===== src/hdl/crcpls_pkg.sv =====
`timescale 1ns / 1ps
// ----------------------------------------------------------------------------
// CRC-32 prefix search package
// Shared widths, constants, the queue entry type and the bytewise CRC update.
// ----------------------------------------------------------------------------
package crcpls_pkg;

    localparam int DATA_W  = 8;
    localparam int COUNT_W = 17;
    localparam int CRC_W   = 32;

    localparam logic [CRC_W-1:0]   CRC_POLY  = 32'hEDB8_8320;
    localparam logic [CRC_W-1:0]   CRC_ONES  = 32'hFFFF_FFFF;
    localparam logic [COUNT_W-1:0] COUNT_CAP = 17'h1_FFFF;

    // Search modes of the mode register.
    localparam logic MODE_SEARCH   = 1'b0;
    localparam logic MODE_CHECKSUM = 1'b1;

    // Register indexes of the configuration port.
    localparam logic REG_TARGET = 1'b0;
    localparam logic REG_MODE   = 1'b1;

    // One classified byte, passed from the front end to the CRC engine.
    typedef struct packed {
        logic [DATA_W-1:0]  data;
        logic               first;
        logic               last;
        logic               absorbed;
        logic [COUNT_W-1:0] count;
    } q_entry_t;

    // Reflected CRC-32 update by one byte, one bit per step.
    function automatic logic [CRC_W-1:0] crc_absorb(input logic [CRC_W-1:0] crc_in,
                                                    input logic [DATA_W-1:0] byte_in);
        logic [CRC_W-1:0] c;
        c = crc_in ^ {{(CRC_W-DATA_W){1'b0}}, byte_in};
        for (int k = 0; k < DATA_W; k++)
        begin
            if (c[0])
            begin
                c = (c >> 1) ^ CRC_POLY;
            end
            else
            begin
                c = c >> 1;
            end
        end
        return c;
    endfunction

endpackage


===== src/hdl/crcpls_front.sv =====
`timescale 1ns / 1ps
// ----------------------------------------------------------------------------
// CRC-32 prefix search front end
// Accepts bytes, tracks the run length and marks which bytes are absorbed.
// ----------------------------------------------------------------------------
module crcpls_front
    import crcpls_pkg::*;
#(
    parameter logic [COUNT_W-1:0] LIMIT = 17'd65536
)
(
    input  logic              clk,
    input  logic              rst_n,
    input  logic              accept,
    input  logic [DATA_W-1:0] data_byte,
    input  logic              first_byte,
    input  logic              last_byte,
    output q_entry_t          entry
);

    logic [COUNT_W-1:0] count_reg;
    logic [COUNT_W-1:0] count_next;
    logic [COUNT_W-1:0] count_base;
    logic               absorbed;
    logic [COUNT_W-1:0] count_after;

    // A first mark restarts the count; bytes past the limit are not counted.
    always_comb
    begin
        count_base  = first_byte ? '0 : count_reg;
        absorbed    = (count_base < LIMIT);
        count_after = absorbed ? count_base + 1'b1 : count_base;

        entry.data     = data_byte;
        entry.first    = first_byte;
        entry.last     = last_byte;
        entry.absorbed = absorbed;
        entry.count    = count_after;

        count_next = count_reg;
        if (accept)
        begin
            count_next = last_byte ? '0 : count_after;
        end
    end

    always_ff @(posedge clk or negedge rst_n)
    begin
        if (!rst_n)
        begin
            count_reg <= '0;
        end
        else
        begin
            count_reg <= count_next;
        end
    end

endmodule


===== src/hdl/crcpls_queue.sv =====
`timescale 1ns / 1ps
// ----------------------------------------------------------------------------
// CRC-32 prefix search queue
// Two-entry queue between the front end and the CRC engine.
// ----------------------------------------------------------------------------
module crcpls_queue
    import crcpls_pkg::*;
(
    input  logic     clk,
    input  logic     rst_n,
    input  logic     push,
    input  q_entry_t push_entry,
    output logic     full,
    input  logic     pop,
    output logic     not_empty,
    output q_entry_t head
);

    q_entry_t   slot_reg [2];
    logic       wr_ptr_reg;
    logic       wr_ptr_next;
    logic       rd_ptr_reg;
    logic       rd_ptr_next;
    logic [1:0] fill_reg;
    logic [1:0] fill_next;

    assign full      = fill_reg[1];
    assign not_empty = (fill_reg != 2'd0);
    assign head      = slot_reg[rd_ptr_reg];

    // Pointer and fill updates.
    always_comb
    begin
        wr_ptr_next = push ? ~wr_ptr_reg : wr_ptr_reg;
        rd_ptr_next = pop ? ~rd_ptr_reg : rd_ptr_reg;
        fill_next   = fill_reg;
        if (push && !pop)
        begin
            fill_next = fill_reg + 2'd1;
        end
        else if (pop && !push)
        begin
            fill_next = fill_reg - 2'd1;
        end
    end

    always_ff @(posedge clk or negedge rst_n)
    begin
        if (!rst_n)
        begin
            wr_ptr_reg <= 1'b0;
            rd_ptr_reg <= 1'b0;
            fill_reg   <= 2'd0;
        end
        else
        begin
            wr_ptr_reg <= wr_ptr_next;
            rd_ptr_reg <= rd_ptr_next;
            fill_reg   <= fill_next;
        end
    end

    // Entry storage.
    always_ff @(posedge clk)
    begin
        if (push)
        begin
            slot_reg[wr_ptr_reg] <= push_entry;
        end
    end

endmodule


===== src/hdl/crcpls_back.sv =====
`timescale 1ns / 1ps
// ----------------------------------------------------------------------------
// CRC-32 prefix search engine
// Updates the running CRC, runs the prefix search and holds the result.
// ----------------------------------------------------------------------------
module crcpls_back
    import crcpls_pkg::*;
(
    input  logic               clk,
    input  logic               rst_n,
    input  logic [CRC_W-1:0]   target_crc,
    input  logic               mode,
    input  logic               q_not_empty,
    input  q_entry_t           q_head,
    output logic               q_pop,
    output logic               res_valid,
    input  logic               res_ready,
    output logic               res_found,
    output logic [COUNT_W-1:0] res_length,
    output logic [CRC_W-1:0]   res_crc
);

    logic [CRC_W-1:0]   crc_reg;
    logic [CRC_W-1:0]   crc_next;
    logic               done_reg;
    logic               done_next;
    logic               valid_reg;
    logic               valid_next;
    logic               found_reg;
    logic               found_next;
    logic [COUNT_W-1:0] length_reg;
    logic [COUNT_W-1:0] length_next;
    logic [CRC_W-1:0]   out_crc_reg;
    logic [CRC_W-1:0]   out_crc_next;

    logic [CRC_W-1:0]   crc_base;
    logic               done_base;
    logic [CRC_W-1:0]   crc_new;
    logic [CRC_W-1:0]   fin;
    logic               match;
    logic               emit;

    // Take an entry whenever the result register is free or being drained.
    assign q_pop = q_not_empty && (!valid_reg || res_ready);

    // CRC update and search decision for the entry at the queue head.
    always_comb
    begin
        crc_base  = q_head.first ? CRC_ONES : crc_reg;
        done_base = q_head.first ? 1'b0 : done_reg;
        crc_new   = q_head.absorbed ? crc_absorb(crc_base, q_head.data) : crc_base;
        fin       = ~crc_new;
        match     = (mode == MODE_SEARCH) && q_head.absorbed && !done_base
                    && (fin == target_crc);

        emit         = 1'b0;
        found_next   = found_reg;
        length_next  = length_reg;
        out_crc_next = out_crc_reg;
        if (mode == MODE_SEARCH)
        begin
            if (match)
            begin
                emit         = 1'b1;
                found_next   = 1'b1;
                length_next  = q_head.count;
                out_crc_next = target_crc;
            end
            else if (q_head.last && !done_base)
            begin
                emit         = 1'b1;
                found_next   = 1'b0;
                length_next  = '0;
                out_crc_next = fin;
            end
        end
        else if (q_head.last)
        begin
            emit         = 1'b1;
            found_next   = 1'b0;
            length_next  = q_head.count;
            out_crc_next = fin;
        end

        crc_next   = crc_reg;
        done_next  = done_reg;
        valid_next = valid_reg && !res_ready;
        if (q_pop)
        begin
            crc_next   = q_head.last ? CRC_ONES : crc_new;
            done_next  = q_head.last ? 1'b0 : (done_base || match);
            valid_next = emit;
        end
    end

    always_ff @(posedge clk or negedge rst_n)
    begin
        if (!rst_n)
        begin
            crc_reg   <= CRC_ONES;
            done_reg  <= 1'b0;
            valid_reg <= 1'b0;
        end
        else
        begin
            crc_reg   <= crc_next;
            done_reg  <= done_next;
            valid_reg <= valid_next;
        end
    end

    // Result payload is loaded only when a result is produced.
    always_ff @(posedge clk)
    begin
        if (q_pop && emit)
        begin
            found_reg   <= found_next;
            length_reg  <= length_next;
            out_crc_reg <= out_crc_next;
        end
    end

    assign res_valid  = valid_reg;
    assign res_found  = found_reg;
    assign res_length = length_reg;
    assign res_crc    = out_crc_reg;

    // The end of a run returns the CRC and the search flag to their start values.
    a_run_end_clears: assert property (@(posedge clk) disable iff (!rst_n)
        q_pop && q_head.last |=> (crc_reg == CRC_ONES) && !done_reg)
        else $error("run state not cleared after last byte");

    // A reported match always carries a non-empty prefix.
    a_found_has_length: assert property (@(posedge clk) disable iff (!rst_n)
        res_valid && res_found |-> (res_length != '0))
        else $error("match reported with zero length");

    // A match inside a run stops the search for the rest of that run.
    a_match_sets_done: assert property (@(posedge clk) disable iff (!rst_n)
        q_pop && match && !q_head.last |=> done_reg)
        else $error("search not stopped after match");

    // Nothing is taken from the queue while a stalled result is held.
    a_no_pop_on_stall: assert property (@(posedge clk) disable iff (!rst_n)
        res_valid && !res_ready |-> !q_pop)
        else $error("entry taken while result stalled");

endmodule


===== src/hdl/crc32_prefix_length_search.sv =====
`timescale 1ns / 1ps
// ----------------------------------------------------------------------------
// CRC-32 prefix length search
// Running IEEE 802.3 CRC-32 over framed bytes with a search for the shortest
// prefix whose CRC equals a target, or the CRC of a whole run.
// ----------------------------------------------------------------------------
// Usage:
//   Bytes enter on the s_ stream channel (tuser marks the first byte of a run,
//   tlast the last one). Results leave on the m_ stream channel: tuser is the
//   found flag, tdata holds the prefix length and the finished CRC.
//   target_crc (index 0) and mode (index 1) are written through the cfg_ port,
//   which the user must do only while no transaction is in flight; the block has no check for this.
//   Throughput is one byte per cycle while the output is not stalled: the bytewise
//   CRC update is one xor network in the engine, fed from a two-entry queue.
//   An accepted byte is stored in a queue slot; its result is then loaded into
//   the result register, which drives m_tvalid.
//   Reset clears the run state, the queue and both registers.
//   When the receiver stalls, the result is held, the engine stops and the
//   queue fills; s_tready drops once the queue holds two bytes.
// ----------------------------------------------------------------------------
module crc32_prefix_length_search
    import crcpls_pkg::*;
#(
    parameter int MAX_LEN = 65536
)
(
    input  logic        clk,
    input  logic        rst_n,
    // Input byte stream
    input  logic        s_tvalid,
    output logic        s_tready,
    input  logic [7:0]  s_tdata,   // [7:0] data_byte
    input  logic        s_tlast,   // last_byte
    input  logic        s_tuser,   // first_byte
    // Result stream
    output logic        m_tvalid,
    input  logic        m_tready,
    output logic [55:0] m_tdata,   // [16:0] prefix_length, [48:17] crc_value, rest zero
    output logic        m_tuser,   // found
    // Configuration write port
    input  logic        cfg_we,
    input  logic        cfg_index,
    input  logic [31:0] cfg_data
);

    localparam logic [COUNT_W-1:0] LIMIT =
        (MAX_LEN > int'(COUNT_CAP)) ? COUNT_CAP : COUNT_W'(MAX_LEN);

    logic [CRC_W-1:0]   target_reg;
    logic               mode_reg;
    logic               accept;
    q_entry_t           front_entry;
    q_entry_t           q_head;
    logic               q_full;
    logic               q_not_empty;
    logic               q_pop;
    logic               res_found;
    logic [COUNT_W-1:0] res_length;
    logic [CRC_W-1:0]   res_crc;

    // Configuration registers.
    always_ff @(posedge clk or negedge rst_n)
    begin
        if (!rst_n)
        begin
            target_reg <= '0;
            mode_reg   <= MODE_SEARCH;
        end
        else if (cfg_we)
        begin
            unique case (cfg_index)
                REG_TARGET: target_reg <= cfg_data;
                REG_MODE:   mode_reg   <= cfg_data[0];
                default:    ;
            endcase
        end
    end

    assign s_tready = !q_full;
    assign accept   = s_tvalid && s_tready;

    crcpls_front #(
        .LIMIT (LIMIT)
    ) u_front (
        .clk        (clk),
        .rst_n      (rst_n),
        .accept     (accept),
        .data_byte  (s_tdata),
        .first_byte (s_tuser),
        .last_byte  (s_tlast),
        .entry      (front_entry)
    );

    crcpls_queue u_queue (
        .clk        (clk),
        .rst_n      (rst_n),
        .push       (accept),
        .push_entry (front_entry),
        .full       (q_full),
        .pop        (q_pop),
        .not_empty  (q_not_empty),
        .head       (q_head)
    );

    crcpls_back u_back (
        .clk         (clk),
        .rst_n       (rst_n),
        .target_crc  (target_reg),
        .mode        (mode_reg),
        .q_not_empty (q_not_empty),
        .q_head      (q_head),
        .q_pop       (q_pop),
        .res_valid   (m_tvalid),
        .res_ready   (m_tready),
        .res_found   (res_found),
        .res_length  (res_length),
        .res_crc     (res_crc)
    );

    assign m_tuser = res_found;
    assign m_tdata = {7'd0, res_crc, res_length};

endmodule

===== config.mk =====
export PLATFORM = sky130hd
export DESIGN_NAME = crc32_prefix_length_search
export DESIGN_NICKNAME = d
export VERILOG_FILES = /design/src/hdl/crcpls_pkg.sv /design/src/hdl/crcpls_front.sv /design/src/hdl/crcpls_queue.sv /design/src/hdl/crcpls_back.sv /design/src/hdl/crc32_prefix_length_search.sv
export SDC_FILE = /design/constraint.sdc
export NUM_CORES = 1
export LEC_CHECK = 0
export ABC_AREA = 1
export BUFFER_PORTS_ARGS = -buffer_cell sky130_fd_sc_hd__clkbuf_2
export CAP_MARGIN = 40
export CORE_ASPECT_RATIO = 0.5
export CORE_MARGIN = 3
export CORE_UTILIZATION = 29
export CTS_CLUSTER_DIAMETER = 40
export DETAILED_ROUTE_END_ITERATION = 10
export PLACE_DENSITY = 0.45
export SLEW_MARGIN = 10
export SYNTH_ARGS = -nofsm -noshare
export SYNTH_HDL_FRONTEND = slang
export SYNTH_SLANG_ARGS = --single-unit

===== constraint.sdc =====
create_clock -name clk -period 3.7 [get_ports clk]
set_clock_uncertainty 0.1 [all_clocks]
set_input_delay 0.74 -clock clk [delete_from_list [all_inputs] [get_ports clk]]
set_output_delay 0.74 -clock clk [all_outputs]
set_load 0.005 [all_outputs]

### After elaboration in Yosys (flattened, before gate mapping)

Memory sizes are Yosys's and may differ from the RTL's.
Cells that the tools add are included.

* memories kept: 1
* bits in read-only memories: 0
* output and inout port bits: 59
* bits in writable memories: 56
* latch bits: 0
* input port bits: 48
* register bits after elaboration: 138
* logic and storage cells: 94

* shift-type cells: 0
* $lt $le $gt $ge: 1
* multiplexer cells: 37
* add/sub/neg operators: 3
* reductions and logical operators: 24
* equal/unequal tests: 2
* bitwise gates (word level): 14
* divide/modulo/power cells: 0
* multiply operators: 0

Memory list
* u_queue.slot_reg: depth 2, width 28, rd ports 1, clocked after Yosys merged registers in 0, write ports 1, RTL line crcpls_queue.sv:19 `q_entry_t slot_reg [2];`

Operator list (number)
* $mux 32: 15
* $mux 17: 7
* $not 13->14: 8
* $eq 32x32->1: 1
* $not 32->32: 1
* $xor 32x8->32: 1
* $add 17x1->17 const B: 1
* $lt 17x17->1 const B: 1
* $mux 1: 13
* $logic_and 1x1->1: 10
* $logic_not 1->1: 6
* $mux 2: 2
* $not 1->1: 4
* $reduce_and 2->1: 2
* $reduce_bool 2->1: 2
* $reduce_and 3->1: 1
* $reduce_bool 3->1: 1
* $add 2x1->2 const B: 1
* $logic_or 1x1->1: 2
* $ne 2x1->1 const B: 1
* $sub 2x1->2 const B: 1

### Logic depth before layout (Yosys ltp)

Gate-level depths: netlist (run 1).
An unclocked memory read counts as a cell.

* word-level depth: 27
* depth in mapped cells: 27
* depth with buffers taken out: 24

### Modules after synthesis

A second synthesis (run 1) with hierarchy kept.

* cell total of the unflattened synthesis: 1333
* area total of the unflattened synthesis: 11070.6 sq um

By module, submodules not included
* crcpls_back: cells an instance 860, times used 1, area each 6045.8 sq um, seq. area each 2392.3 sq um
* crcpls_queue: cells an instance 111, times used 1, area each 2270.9 sq um, seq. area each 1781.7 sq um
* crc32_prefix_length_search: cells an instance 156, times used 1, area each 1403.8 sq um, seq. area each 825.8 sq um
* crcpls_front: cells an instance 206, times used 1, area each 1350.0 sq um, seq. area each 425.4 sq um

### Worst setup path before layout (run 1)

OpenSTA, ideal clock, no wires.

* kind: flip-flop to flip-flop
* start point: register u_queue.rd_ptr_reg
* end point: register u_back.out_crc_reg[0], in the netlist u_back.res_crc[0], enable pin
* arrival time: 3.248 ns
* path buffers: 4
* library setup time: 0.404 ns
* data required time: 3.196 ns
* clock period less this slack: 3.753 ns
* cell stages (with the launch flop): 24
* path slack: -0.053 ns
* cell sequence: dfrtp_1 -> buf_6 -> inv_8 -> nand2_4 -> nand2_4 -> buf_6 -> nand3_1 -> nand2_2 -> buf_6 -> xor2_1 -> xor2_1 -> inv_1 -> nand2_1 -> nand3_2 -> nand2_2 -> nand2_1 -> nand2_1 -> nand2_1 -> nor2_2 -> nand2_2 -> buf_6 -> nand2_2 -> nand2_2 -> inv_1

* word-level cells in the longest chain between the ends: 25
* elaborated cells between the ends (all ways): 36
* classes of those cells: eq/ne: 2; mux: 15; bitwise: 10; reduce/logical: 8; memory: 1

Ends and longest elaborated chain
* start: declaration: RTL line crcpls_queue.sv:22 `logic rd_ptr_reg;`
* start signal: assignment: RTL line crcpls_queue.sv:58 `rd_ptr_reg <= rd_ptr_next;`
* $mem_v2 2x28 (*)
* $mux 32: RTL line crcpls_back.sv:49 `crc_base = q_head.first ? CRC_ONES : crc_reg;`
* $xor 32x8->32: RTL line crcpls_pkg.sv:37 `c = crc_in ^ {{(CRC_W-DATA_W){1'b0}}, byte_in};`
* $not 13->14 (no source line)
* $mux 32: RTL line crcpls_pkg.sv:40 `if (c[0])`
* $mux 32 or $not 13->14 (tied branches)
* $not 13->14 (no source line) or $mux 32 (tied branches)
* $mux 32: RTL line crcpls_pkg.sv:40
* [... 9 more ...]
* $mux 32: RTL line crcpls_back.sv:51 `crc_new = q_head.absorbed ? crc_absorb(crc_base, q_head.data) : crc_base;`
* $not 32->32: RTL line crcpls_back.sv:52 `fin = ~crc_new;`
* $eq 32x32->1: RTL line crcpls_back.sv:54 `&& (fin == target_crc);`
* $logic_and 1x1->1: RTL line crcpls_back.sv:54
* $mux 1: RTL line crcpls_back.sv:62 `if (match)`
* $mux 1: RTL line crcpls_back.sv:60 `if (mode == MODE_SEARCH)`
* $logic_and 1x1->1: RTL line crcpls_back.sv:115 `if (q_pop && emit)`
* $reduce_and 3->1 (no source line) (*)
* end signal: assignment: RTL line crcpls_back.sv:119 `out_crc_reg <= out_crc_next;`
* end: declaration: RTL line crcpls_back.sv:33 `logic [CRC_W-1:0] out_crc_reg;`

Mark *: on every way between the ends. The rest lies on a longest branch, timed or not.
A chain may end at the register's enable or synchronous reset.

### Worst setup path in the final report (run 1)

* start point: register u_queue.rd_ptr_reg
* end point: register u_back.out_crc_reg[20], in the netlist u_back.res_crc[20], enable pin

Same word-level chain as after synthesis.

==> metrics.md, run 1 <==
| Metric | Value |
|---|---|
| Fin worst setup slack | `0.0202 ns` |
| Crit-path max FO | `14` |
| Area grow syn2layout | `33.8%` |
| Post-route cell area | `14,300 um2` |
| Required @ worst endpoint | `3.77 ns` |
| Critical Setup Path Class | `register to register` |
| Io pins | `107` |
| Congestion Overflow GR | `0` |
| Final nets | `about 1,600` |
| Cell taking the most area after synthesis | `edfxtp_1` |
| Clk buf depth | `2` |
| DRT Pass-1 Iters | `5` |
| First-pass GRT wire length | `52.8 mm` |
| Yosys warning total | `0` |
| Via count | `9,438` |
| Synth area leaders | `edfxtp_1 30%, nand2_1 15%, dfrtp_1 13%, dfstp_2 7.9%, inv_1 6.0%` |
| Post-synth EDFFs | `106` |
| Clock root cell | `clkbuf_16` |
| Die height | `142 um` |
| Final count of pins violating max slew | `0` |
| Area post-placement | `approximately 12,000 um2` |
| Period minus WS final | `around 3.7 ns` |
| DP Wirelength | `between 20 and 30 mm` |
| Final worst path period share | `between 90 and 100%` |
| Die Area | `around 39,000 um2` |
| Num CTS Buffers | `17` |
| Total power | `14.3 mW` |
| Largest net degree at the start of global routing | `36` |
| Setup violators final | `0` |
| Pwr/cell area | `around 1000 nW/um2` |
| Setup crit end kind | `register` |
| Worst path arrival time | `about 3.8 ns` |
| Max-Cap Viols | `0` |
| RSZ-0062 raised after global routing | `yes` |
| Final WL | `35.6 mm` |
| Initial antenna violation count | `0` |
| Maximum VDD drop | `around 400 uV` |
| WL per Instance | `17.6 um` |
| Post-Synthesis Cells | `1,317` |
| Non-Filler Instances | `2,022` |
| Top FF cell, synth | `edfxtp_1` |
| Site row count | `48` |
| Initial cell density of the core | `30.2%` |
| Synth unique cells | `41` |
| # fillers | `3,589` |
| CTS tree | `built` |
| Placed Cells incl. Taps | `1,925` |
| Clock Sinks | `about 190` |
| Sequential-to-total area share from yosys stat | `50.8%` |
| I/O Buffers | `99` |
| Placer congestion estimate | `0.871` |
| Top-area cell type share of the netlist area | `29.8%` |
| Hold Crit Class | `primary input to asynchronous set/reset pin` |
| Largest register FFs | `56` |
| Worst setup SP type | `register` |
| Slew @ Worst Pin | `0.729 ns` |
| Tot GR Track Use | `17.4%` |
| CTS clk-pin slew, worst paths | `0.08 ns` |
| Vias per Instance | `4.67` |
| Core Box Area | `35,400 um2` |
| N_diodes | `0` |
| Status | `complete, no violations` |
| Vias in the first global route | `9,012` |
| H-tree levels | `4` |
| Worst R2R Path Depth | `25` |
| 1st-iter DRT viols | `553` |
| Leakage Power | `6.77 nW` |
| Synthesized flop and latch total | `194` |
| Max-slew headroom | `51.2%` |
| Fmax | `around 0.27 GHz` |
| ANT nets after route | `0` |
| Hold Fails Final Rpt | `0` |
| Post-Syn Area | `~11,000 um2` |
| Drt drc | `0` |
| Setup WS pre-CTS | `-0.205 ns` |
| Layout cells sized above 1 | `33.0%` |
| Avg Cell Area, Syn | `between 8 and 9 um2` |
| Asr flop ratio synth | `between 40% and 50%` |
| Skew-Pair Late Insertion Delay | `0.45 ns` |
| Die Wd | `277 um` |
cells in the mapped netlist, types with 5 or more instances:
library cell	instances
a21boi_1	17
a21oi_1	41
buf_1	6
buf_2	8
buf_4	9
buf_6	11
clkbuf_1	12
dfrtp_1	56
dfstp_2	32
edfxtp_1	106
inv_1	172
mux2_2	5
nand2_1	438
nand2_2	46
nand2_4	10
nand3_1	124
nand3_2	12
nand3b_1	8
nand4_1	6
nor2_1	106
nor3_1	5
o21ai_0	17
o22ai_1	23
xor2_1	21
cell type report:
class,count,area (um2),area share (%)
clock inverter,14,186,1.31
timing repair buffer,235,1820,12.8
multi-input combinational,907,5100,35.7
clock buffer,18,429,3.00
timing repair inverter,1,11.3,0.0788
tap,475,594,4.16
inverter,178,713,4.99
sequential,194,5430,38.0
report_power, final:
group | switching (mW) | leakage, nW | internal (mW) | total, mW
clock | 0.954 | 0.297 | 1.03 | 1.99
sequential | 0.277 | 2.00 | 3.25 | 3.53
combinational | 5.44 | 4.47 | 3.40 | 8.83
total | 6.67 | 6.77 | 7.68 | 14.3
cells by family (layout without fill, tap and decap cells):
| kind of cell | Yosys count | after routing | synth area share [%] |
|---|---|---|---|
| other | 1 | 7 | 0.0351 |
| AND/OR/NAND/NOR | 762 | 765 | 31.4 |
| AO/OA/AOI/OAI | 106 | 106 | 5.87 |
| XOR/XNOR | 22 | 22 | 1.80 |
| buffers and inverters | 225 | 446 | 9.34 |
| adder cells (fa/ha/maj) | 2 | 2 | 0.234 |
| flip-flops | 194 | 194 | 50.8 |
| multiplexers | 5 | 5 | 0.527 |
layer usage:
layer / GRT usage (%) / routed length [um] / vias up
li1: - / - / 4619
met1: 24.3 / 17200 / 4625
met2: 28.0 / 16400 / 169
met3: 3.60 / 1460 / 25
met4: 3.81 / 461 / 0
met5: 0 / 0 / -
worst paths after layout:
kind	startpoint	end	slack, ns
setup / recovery	u_queue.rd_ptr_reg$_DFFE_PN0P_	u_back.res_crc[20]$_DFFE_PP_	0.02
hold / removal	rst_n	mode_reg$_DFFE_PN0P_	0.17
setup reg to reg	u_queue.rd_ptr_reg$_DFFE_PN0P_	u_back.res_crc[20]$_DFFE_PP_	0.02
hold reg to reg	u_back.done_reg$_DFFE_PN0P_	u_back.done_reg$_DFFE_PN0P_	0.39
max in group asynchronous	rst_n	u_back.crc_reg[19]$_DFFE_PN1P_	2.56
min in group clk	s_tdata[0]	u_queue.slot_reg[1][20]$_DFFE_PP_	0.37
worst max-delay path, cell delays in order (launching register included):
cell        delay [ns]
dfrtp_2           0.43
buf_12            0.16
clkinv_16         0.09
buf_6             0.14
or2_1             0.24
o21ai_4           0.13
clkinv_8          0.08
buf_4             0.19
buf_4             0.15
nand3_2           0.10
nand2_1           0.10
nand2_1           0.07
nand2_1           0.05
inv_1             0.05
nand2_1           0.08
nor2_2            0.14
nand2_2           0.10
nor2_4            0.12
nand2_2           0.07
nor2_4            0.12
nand2_4           0.09
nand2_4           0.07
nand2_4           0.05
clkinvlp_4        0.16
buf_6             0.16
clkbuf_16         0.15
through the flow:
| step | hold slack (ns) | utilization (%) | setup TNS, ns |
|---|---|---|---|
| after global routing | 0.193 | 40.4 | -4.45 |
| after detailed placement | 0.366 | 34.2 | -9.71 |
| after CTS | 0.179 | 36.8 | 0 |
| after floorplan | 0.344 | - | 0 |
| final | 0.169 | 40.4 | 0 |
| after global placement | 0.363 | 34.2 | -9.05 |
cell usage in the layout, fill, tap and decap left out, types with 33 or more instances in the layout:
master,instances
a21oi_1,39
buf_4,102
clkbuf_2,98
dfrtp_1,55
edfxtp_1,106
inv_1,167
nand2_1,379
nand2_2,67
nand2_4,38
nand3_1,96
nand3_2,33
nor2_1,80
what timing repair did:
item                                    in CTS  in global routing
cloned                                       1                  8
hold buffers                                 0                  0
endpoints found under the setup margin      64                 61
endpoints found under the hold margin        0                  0
pin swaps                                    9                 62
resized for setup                           39                187
setup buffers                                7                 49
(Power assumes the default switching activity.)
==> inputs of run 2 (changes only) <==
--- a/config.mk
+++ b/config.mk
@@ -6,5 +6,4 @@
 export NUM_CORES = 1
 export LEC_CHECK = 0
-export ABC_AREA = 1
 export BUFFER_PORTS_ARGS = -buffer_cell sky130_fd_sc_hd__clkbuf_2
 export CAP_MARGIN = 40
==> constraint.sdc (replaced) <==
create_clock -name clk -period 3.7 [get_ports clk]
set_clock_uncertainty 0.1 [all_clocks]
set_input_delay 0.74 -clock clk [delete_from_list [all_inputs] [get_ports clk]]
set_output_delay 0.74 -clock clk [all_outputs]
set_load 0.05 [all_outputs]
==> run 2 against run 1 <==
Against the previous run:
- the run now ends with negative setup slack left
- wire length is 17% lower
- area after synthesis is 5.3% lower
- sequential share of layout area increased by 3.0 points
- synthesized cell count decreased by 35%
- total power rose by 5.5%
- worst setup slack got worse by 0.61 ns
- die area shrank 5.1%
- combinational power is 10% higher
- largest cell class unchanged
==> metrics.md, run 2 <==
| Metric | Value |
|---|---|
| Via count | `7,565 (-20%)` |
| Count leader, synth | `edfxtp_1` |
| Total power | `15.1 mW (+5.5%)` |
| Leakage Power | `5.42 nW (-20%)` |
| Drt drc | `0 (unchanged)` |
| Maximum VDD drop | `466 uV (+19%)` |
| Crit-path max FO | `7 (-7)` |
| Non-Filler Instances | `1,573 (-22%)` |
| Die height | `138 um (-2.6%)` |
| I/O Buffers | `99 (unchanged)` |
| CP bufs+invs | `4 (-6)` |
| Period minus WS final | `4.29 ns (+0.613 ns)` |
| Top FF cell, synth | `edfxtp_1` |
| Slew @ Worst Pin | `0.850 ns (+0.121 ns)` |
| Worst path arrival time | `4.36 ns (+0.61 ns)` |
| Post-Syn Area | `10,100 um2 (-5.3%)` |
| Hold Crit Class | `primary input to asynchronous set/reset pin` |
| Synthesized flop and latch total | `194 (unchanged)` |
| ANT nets after route | `0 (unchanged)` |
| Final WL | `29.4 mm (-17%)` |
| Post-Synthesis Cells | `852 (-35%)` |
| DP Wirelength | `21.2 mm (-17%)` |
| Slowest CP cell | `xnor3_2` |
| Max-slew headroom | `43.2% (-8.0 points)` |
| Skew-Pair Late Insertion Delay | `0.45 ns (about the same)` |
| Site row count | `47 (-2.1%)` |
| Num CTS Buffers | `17 (unchanged)` |
| Fmax | `0.233 GHz (-14%)` |
| Top-area cell type share of the netlist area | `31.5% (+1.7 points)` |
| # fillers | `3,290 (-8.3%)` |
| Max-Cap Viols | `0 (unchanged)` |
| Initial cell density of the core | `30.0% (-0.18 points)` |
| Area grow syn2layout | `31.0%` |
| CP startpoint | `u_queue.rd_ptr_reg$_DFFE_PN0P_` |
| WL per Instance | `18.7 um (+6.2%)` |
| Asr flop ratio synth | `45.4% (unchanged)` |
| N_diodes | `0 (unchanged)` |
| Cell family with most CP delay | `compound AO/OA/AOI/OAI gates` |
| Largest net degree at the start of global routing | `40 (+11%)` |
| Most common library cells after synthesis | `106 x edfxtp_1, 97 x nor2_1, 56 x dfrtp_1, 49 x a21oi_1, 48 x nand2_1` |
| Core Box Area | `33,700 um2 (-4.7%)` |
| DRT Pass-1 Iters | `5 (unchanged)` |
| Setup WS pre-CTS | `-0.599 ns (-0.394 ns)` |
| Congestion Overflow GR | `0 (unchanged)` |
| Placed Cells incl. Taps | `1,512 (-21%)` |
| Worst setup SP type | `register` |
| Avg Cell Area, Syn | `11.9 um2 (+46%)` |
| Clock Sinks | `194 (unchanged)` |
| Setup crit end kind | `register` |
| Area post-placement | `12,100 um2 (+0.12%)` |
| Vias per Instance | `4.81 (+3.0%)` |
| Initial antenna violation count | `0 (unchanged)` |
| Critical Setup Path Class | `register to register` |
| CTS tree | `built` |
| Finished Core Util | `39.3% (-1.1 points)` |
| Commonest non-fill, non-tap cell in the layout | `buf_4` |
| FF/Latch Area | `5430 um2 (unchanged)` |
| Pwr/cell area | `1140 nW/um2 (+14%)` |
| Layout cells sized above 1 | `41.2% (+8.2 points)` |
| Post-route cell area | `13,200 um2 (-7.3%)` |
| Setup violators final | `70 (+70)` |
| Io pins | `107 (unchanged)` |
| Yosys warning total | `0 (unchanged)` |
| Failing checks | `negative setup slack` |
| Placer congestion estimate | `0.843 (-3.2%)` |
| Sequential-to-total area share from yosys stat | `53.7% (+2.8 points)` |
| Die Area | `37,300 um2 (-5.1%)` |
| Clock root cell | `clkbuf_16` |
| First-pass GRT wire length | `45.9 mm (-13%)` |
| Clk buf depth | `2 (unchanged)` |
| CTS clk-pin slew, worst paths | `0.07 ns (about the same)` |
| Area occupied by multi-input gates | `4620 um2 (-9.4%)` |
| Tot GR Track Use | `16.0% (-1.4 points)` |
| Hold Fails Final Rpt | `0 (unchanged)` |
| Status | `finished with violations` |
| Synth unique cells | `77 (+88%)` |
| Synth area leaders | `edfxtp_1 31%, dfrtp_1 14%, dfstp_2 8.3%, mux2_2 5.0%, nor2_1 3.6%` |
| Critical Path Max Stage Delay | `0.50 ns (+0.07 ns)` |
| Final count of pins violating max slew | `0 (unchanged)` |
| Fin worst setup slack | `-0.593 ns (-0.613 ns)` |
| Commonest cells after routing, fill and taps aside | `155 x buf_4, 106 x edfxtp_1, 98 x clkbuf_2, 91 x nor2_1, 55 x dfrtp_1` |
| H-tree levels | `4 (unchanged)` |
| Cell taking the most area after synthesis | `edfxtp_1` |
| Post-synth EDFFs | `106 (unchanged)` |
| Die Wd | `270 um (-2.6%)` |
| Final nets | `1,145 (-28%)` |
| 1st-iter DRT viols | `567 (+2.5%)` |
| RSZ-0062 raised after global routing | `yes` |
| Critical-path cell list | `buf_4, mux2_2, and2_1, o211ai_1, nand2_2, xnor3_2, o31ai_1, a221o_1, o2111a_2, nand4_2, a21o_1, clkinvlp_4, buf_12, clkbuf_16` |
| Largest register FFs | `56 (unchanged)` |
| Vias in the first global route | `7,868 (-13%)` |
| Required @ worst endpoint | `3.76 ns (about the same)` |
| Reg2reg start | `u_queue.rd_ptr_reg$_DFFE_PN0P_` |
| Final worst path period share | `116% (+17 points)` |
[run 2: changes by cell type after synthesis, moves of 29 or more]
| cell | before | now |
|---|---|---|
| inv_1 | 172 | 13 |
| mux2_2 | 5 | 45 |
| nand2_1 | 438 | 48 |
| nand2_2 | 46 | 1 |
| nand3_1 | 124 | 11 |
| xnor2_1 | 1 | 30 |
[run 2: final timing paths]
path	slack (ns)	end	cells past startpoint
max in group asynchronous	2.56	u_back.crc_reg[5]$_DFFE_PN1P_	2
setup reg to reg	-0.59	u_back.res_crc[19]$_DFFE_PP_	14
hold / removal	0.19	target_reg[20]$_DFFE_PN0P_	1
min in group clk	0.37	u_queue.slot_reg[1][21]$_DFFE_PP_	1
hold reg to reg	0.41	u_queue.wr_ptr_reg$_DFFE_PN0P_	1
setup / recovery	-0.59	u_back.res_crc[19]$_DFFE_PP_	14
[run 2: per-stage QoR]
stage	setup TNS (ns)	hold WS (ns)
finish	-38.08	0.192
global route	-49.43	0.207
CTS	-33.03	0.185
detailed placement	-36.94	0.398
global placement	-38.04	0.394
floorplan	-29.18	0.344
[run 2: per-layer routing]
metal | global-route usage (%) | vias to the layer above | part of all wire (%)
met3 | 3.39 | 27 | 3.2
met4 | 5.04 | 0 | 1.6
met2 | 26.2 | 120 | 48
met5 | 0 | - | 0
li1 | - | 3625 | -
met1 | 21.3 | 3793 | 47
[run 2: power breakdown]
group          total, mW  switching (mW)  internal, mW
Combinational       9.72            5.26          4.46
Sequential          3.60           0.356          3.25
Clock               1.81           0.846         0.963
Total               15.1            6.46          8.67
[run 2: layout make-up]
type	instances	area share, %
sequential	194	41.0
multi-input combinational	598	34.9
timing repair buffer	271	15.0
tap	465	4.39
clock buffer	20	3.37
clock inverter	12	0.926
inverter	13	0.397
[run 2: logic make-up (layout without fill, tap and decap cells)]
logic type	count (synthesis)	after routing	share of synthesized area, %
and+or+nand+nor	243	243	12.3
DFF	194	194	53.7
xor gates and xnor gates	73	73	8.59
muxes	74	74	8.00
buffers and inverters	66	316	3.38
adders and majority gates	2	2	0.247
other	1	7	0.0371
AOI/OAI and AO/OA	199	199	13.8
[run 2: repair_timing]
| item | 4_1_cts | 5_1_grt |
|---|---|---|
| resized for setup | 37 | 15 |
| pin swaps | 7 | 8 |
| setup buffers | 13 | 13 |
| setup endpoints to repair | 70 | 70 |
| hold buffers | 0 | 0 |
| cloned | 3 | 1 |
[run 2: worst register-to-register path, cell delays in order, from the launching register on]
cell and delay (ns):
dfrtp_2 0.46, buf_4 0.18, mux2_2 0.34, and2_1 0.20
o211ai_1 0.46, nand2_2 0.17, xnor3_2 0.50, o31ai_1 0.32
a221o_1 0.19, o2111a_2 0.26, nand4_2 0.18, a21o_1 0.25
clkinvlp_4 0.11, buf_12 0.14, clkbuf_16 0.16
